--- config.mk ---
export PLATFORM = sky130hd
export DESIGN_NAME = ovt_cell
export DESIGN_NICKNAME = d
export VERILOG_FILES = /design/src/sv/ovt_pkg.sv /design/src/sv/ovt_cell.sv
export SDC_FILE = /design/constraint.sdc
export NUM_CORES = 1
export LEC_CHECK = 0
export ABC_CLOCK_PERIOD_IN_PS = 3800
export BUFFER_PORTS_ARGS = -buffer_cell sky130_fd_sc_hd__buf_2
export CAP_MARGIN = 40
export CORE_ASPECT_RATIO = 1.2
export CORE_MARGIN = 3
export CORE_UTILIZATION = 49
export DETAILED_ROUTE_END_ITERATION = 8
export MAX_ROUTING_LAYER = met4
export PLACE_DENSITY = 0.82
export SLEW_MARGIN = 20
export SYNTH_ARGS = -nofsm -noshare
export SYNTH_HDL_FRONTEND = slang
export SYNTH_SLANG_ARGS = --single-unit
--- constraint.sdc ---
create_clock -name aclk -period 3.8 [get_ports aclk]
set_input_delay 0.76 -clock aclk [delete_from_list [all_inputs] [get_ports aclk]]
set_output_delay 0.76 -clock aclk [all_outputs]
set_load 0.02 [all_outputs]
--- src/sv/ovt_pkg.sv ---
// Package for the object version table: codes, sizes and the search transaction type.
package ovt_pkg;

    localparam int OVT_TABLE_ENTRIES = 64;

    localparam int OP_W     = 3;
    localparam int KEY_W    = 32;
    localparam int VER_W    = 64;
    localparam int TX_W     = 32;
    localparam int STATUS_W = 2;

    localparam logic [OP_W-1:0] OP_GET_VERSION = 3'd0;
    localparam logic [OP_W-1:0] OP_START_TX    = 3'd1;
    localparam logic [OP_W-1:0] OP_LOCK        = 3'd2;
    localparam logic [OP_W-1:0] OP_UNLOCK      = 3'd3;
    localparam logic [OP_W-1:0] OP_BUMP        = 3'd4;

    localparam logic [STATUS_W-1:0] ST_OK     = 2'd0;
    localparam logic [STATUS_W-1:0] ST_FULL   = 2'd1;
    localparam logic [STATUS_W-1:0] ST_BUSY   = 2'd2;
    localparam logic [STATUS_W-1:0] ST_BADCMD = 2'd3;

    // Search transaction walking the row of table cells.
    typedef struct packed {
        logic             vld;
        logic             bump;
        logic [KEY_W-1:0] key;
        logic             hit;
        logic [VER_W-1:0] ver;
    } ovt_tok_t;

endpackage

--- src/sv/ovt_cell.sv ---
// One table cell: holds a key/version pair and passes the search transaction on.
module ovt_cell (
    input  logic             aclk,
    input  logic             aresetn,
    input  ovt_pkg::ovt_tok_t tok_i,
    output ovt_pkg::ovt_tok_t tok_o
);
    import ovt_pkg::*;

    logic             valid_reg;
    logic             valid_next;
    logic [KEY_W-1:0] key_reg;
    logic [KEY_W-1:0] key_next;
    logic [VER_W-1:0] ver_reg;
    logic [VER_W-1:0] ver_next;
    ovt_tok_t         tok_reg;
    ovt_tok_t         tok_next;
    logic             match;
    logic             insert;

    assign match  = tok_i.vld && valid_reg && (key_reg == tok_i.key);
    assign insert = tok_i.vld && !valid_reg && !tok_i.hit && !tok_i.bump;

    always_comb begin
        tok_next   = tok_i;
        valid_next = valid_reg;
        key_next   = key_reg;
        ver_next   = ver_reg;
        if (match) begin
            tok_next.hit = 1'b1;
            if (tok_i.bump) begin
                ver_next = ver_reg + VER_W'(1);
            end else begin
                tok_next.ver = ver_reg;
            end
        end else if (insert) begin
            // first empty cell reached: the key is absent, claim this cell
            tok_next.hit = 1'b1;
            tok_next.ver = VER_W'(1);
            valid_next   = 1'b1;
            key_next     = tok_i.key;
            ver_next     = VER_W'(1);
        end
    end

    always_ff @(posedge aclk) begin
        if (!aresetn) begin
            valid_reg <= 1'b0;
            tok_reg   <= '0;
        end else begin
            valid_reg <= valid_next;
            tok_reg   <= tok_next;
        end
    end

    always_ff @(posedge aclk) begin
        key_reg <= key_next;
        ver_reg <= ver_next;
    end

    assign tok_o = tok_reg;

endmodule

==> impl_metrics.csv <==
group,metric,value,unit
run_status,outcome,"completed",
grt,antenna_found_initial,1,
critical_path,worstSetupEndpointType,"register",
synth,ys_seq_area_frac,0.561,
synth,synth_edf_count,96,
route,drtIter0Drc,486,
layout,stdcell_count,1233,
critical_path,crit_fanout,64,
timing,finalHoldViolCount,0,
job,max-cap-violations,0,
route,dr.pass1.iters,5,
power,peakVddDrop,0.288,mV
critical_path,crit_path_top_delay_cell,"nor3_1",
clocking,cts_tree,"built",
timing,rsz0062_at_grt,"false",
placed_design,post-place-ws,0.783,ns
timing,fin_ws,1.18,ns
layout,largest_reg_flops,99,
synth,ys_ff_latch,196,
clocking,cts_resized,0,
critical_path,cpPeakStageDelay,0.54,ns
route,wl,20.3,mm
timing,fin_skew,0.00845,ns
synth,avgSynthCellArea,10.6,sq um
timing,hold_slack,0.491,ns
synth,synthFlopType,"dfxtp_1",
floorplanning,num_rows,52,
floorplanning,initial_core_util,0.508,
timing,fmax,0.382,GHz
clocking,clkLatencyLatePin,0.43,ns
grt,grt_max_degree,65,
route,viasPerCell,5.52,
clocking,clock_path_buffers,2,
route,via_count,6809,
clocking,clkTransAtPathRegs,0.07,ns
critical_path,ff2ff_setup_slack,1.21,ns
grt,grt_usage,0.213,
critical_path,cp-start-kind,"primary input",
synth,yosysMostFrequentCell,"dfxtp_1",
synth,ys_warn_count,0,
timing,fin_crit_sh,0.690,
route,ant_nets,0,
critical_path,worstPathArrival,2.71,ns
grt,grt_pass1_wl,33.0,mm
clocking,htreeDepth,4,
synth,async_flop_share,0,
floorplanning,dieArea,0.0194,sq mm
synth,netlist_top_cells_area,"edfxtp_1 33%, dfxtp_1 23%, mux2i_1 7.4%, nand3_1 4.8%, xor2_1 4.7%",
synth,ys_types,45,
timing,min_period,2.62,ns
route,avgRoutedWirePerCell,16.5,um
timing,maxSlewHeadroom,0.511,
critical_path,reg2reg_to,"ver_reg[41]$_SDFFCE_PN0P_",
clocking,cts_post_setup_buffers_inserted,0,
critical_path,cp_data_required_time,3.89,ns
clocking,numClockSinks,196,
min_path,hold_path.startpoint,"valid_reg$_SDFFE_PN0P_",
floorplanning,io_pins,200,
power,power.density,424,mW/mm^2
synth,netlist_top_cells_count,"100 x dfxtp_1, 98 x nand2_1, 96 x edfxtp_1, 83 x nand3_1, 64 x mux2i_1",
placed_design,gp_congestion,0.885,
layout,n_fill_cell,1400,
timing,drv_slew,0,
synth,syn_inst,818,
critical_path,crit_chain,"buf_2 > xor2_1 > nor4_1 > nand4_1 > nor3_1 > a21o_2 > buf_12",
route,drc,0,
min_path,hold_class,"reg2reg",
clocking,cts_root_buffer,"clkbuf_16",
grt,overflow,0,
floorplanning,die_w,128,um
synth,synth_top_area_frac,0.331,
timing,finalSetupTns,0,ns
floorplanning,core_area,0.0171,sq mm
synth,synth_nets,920,
layout,drive_gt1_frac,0.257,
critical_path,critPathLaunch,"tok_i[76]",
critical_path,critical_path.endpoint,"ver_reg[58]$_SDFFCE_PN0P_",
floorplanning,dieHeight,152,um
timing,finalSetupViolations,0,
layout,area_growth,20.8,%
clocking,cts-buffers-inserted,17,
grt,first_global_vias,6657,
placed_design,io_buffers,199,
placed_design,dp_hpwl,14.1,mm
critical_path,r2r_cells,5,
placed_design,dp_cells,1200,
clocking,ctsHoldBuffers,0,
layout,nets,1105,
timing,worst_pin_slew,0.728,ns
synth,synth_largest_area_cell,"edfxtp_1",
critical_path,crit_type,"in2reg",
synth,syn-cell-area,0.00870,sq mm
critical_path,r2r-start,"ver_reg[2]$_SDFFCE_PN0P_",
power,power_leakage,4.06,nW
==> metal layers <==
layer,global-route usage,part of all wire
met1,0.259,0.41
met3,0.0407,0.053
met2,0.353,0.51
met4,0.0763,0.021
met5,-,0
==> logic make-up after synthesis <==
family	Yosys count	share of synthesized area
adders and majority gates	1	0.00144
xor gates and xnor gates	59	0.0594
muxes	64	0.0736
DFF	196	0.561
AOI/OAI and AO/OA	69	0.0449
buffers and inverters	54	0.0288
and+or+nand+nor	375	0.231
==> how the worst min path moves through the flow <==
stage	to	slack, ns	cells after the start
CTS	valid_reg$_SDFFE_PN0P_	0.50	1
global route	valid_reg$_SDFFE_PN0P_	0.52	1
finish	valid_reg$_SDFFE_PN0P_	0.49	1
global placement	valid_reg$_SDFFE_PN0P_	0.47	1
floorplan	valid_reg$_SDFFE_PN0P_	0.45	1
detailed placement	valid_reg$_SDFFE_PN0P_	0.48	1
==> where the power goes <==
part / total, W / internal (W) / switching [W]
Combinational: 0.000386 / 0.000146 / 0.000240
Clock: 0.00173 / 0.000871 / 0.000863
Sequential: 0.00233 / 0.00229 / 0.0000395
==> through the flow <==
step                power (W)  cell area, sq um  utilization
floorplan             0.00260              8700            -
global placement      0.00275              9900        0.578
detailed placement    0.00277              9940        0.581
CTS                   0.00449             10500        0.614
global route          0.00461             10500        0.614
finish                0.00445             10500        0.614
==> cell type report <==
type	instances	area (sq um)	area share
flip-flops and latches	196	4880	0.465
multi-input cells	568	3580	0.341
repair buffers	208	1150	0.109
clock buffers	17	425	0.0405
well taps	216	270	0.0257
clock inverters	15	143	0.0136
inverters	12	58.8	0.00559
diodes	1	2.50	0.000238
==> critical path, delay by kind of cell <==
kind                      cells  cell delay, ns
and+or+nand+nor               3            1.05
buffers and inverters         2            0.41
AOI/OAI and AO/OA             1            0.25
xor gates and xnor gates      1            0.17
==> cell usage in the layout (no fill, tap or decap), types with 4 or more instances in the layout <==
| cell | n |
|---|---|
| inv_8 | 4 |
| edfxtp_1 | 96 |
| dfxtp_1 | 100 |
| or4_1 | 9 |
| a21oi_1 | 31 |
| buf_12 | 5 |
| mux2i_1 | 64 |
| o31ai_1 | 9 |
| nor2_1 | 46 |
| nand2_1 | 98 |
| xnor2_1 | 12 |
| inv_6 | 4 |
| nor2b_1 | 7 |
| and3_1 | 6 |
| buf_4 | 4 |
| and2_1 | 36 |
| o21ai_0 | 17 |
| or3_1 | 22 |
| inv_1 | 11 |
| nand4_2 | 5 |
| nand4_1 | 24 |
| nand3_1 | 83 |
| nor4_1 | 12 |
| nor3_1 | 8 |
| buf_2 | 198 |
| xor2_1 | 47 |
| clkbuf_16 | 17 |
| o21ai_1 | 5 |
Note: power is estimated with default switching activity, not from simulation.
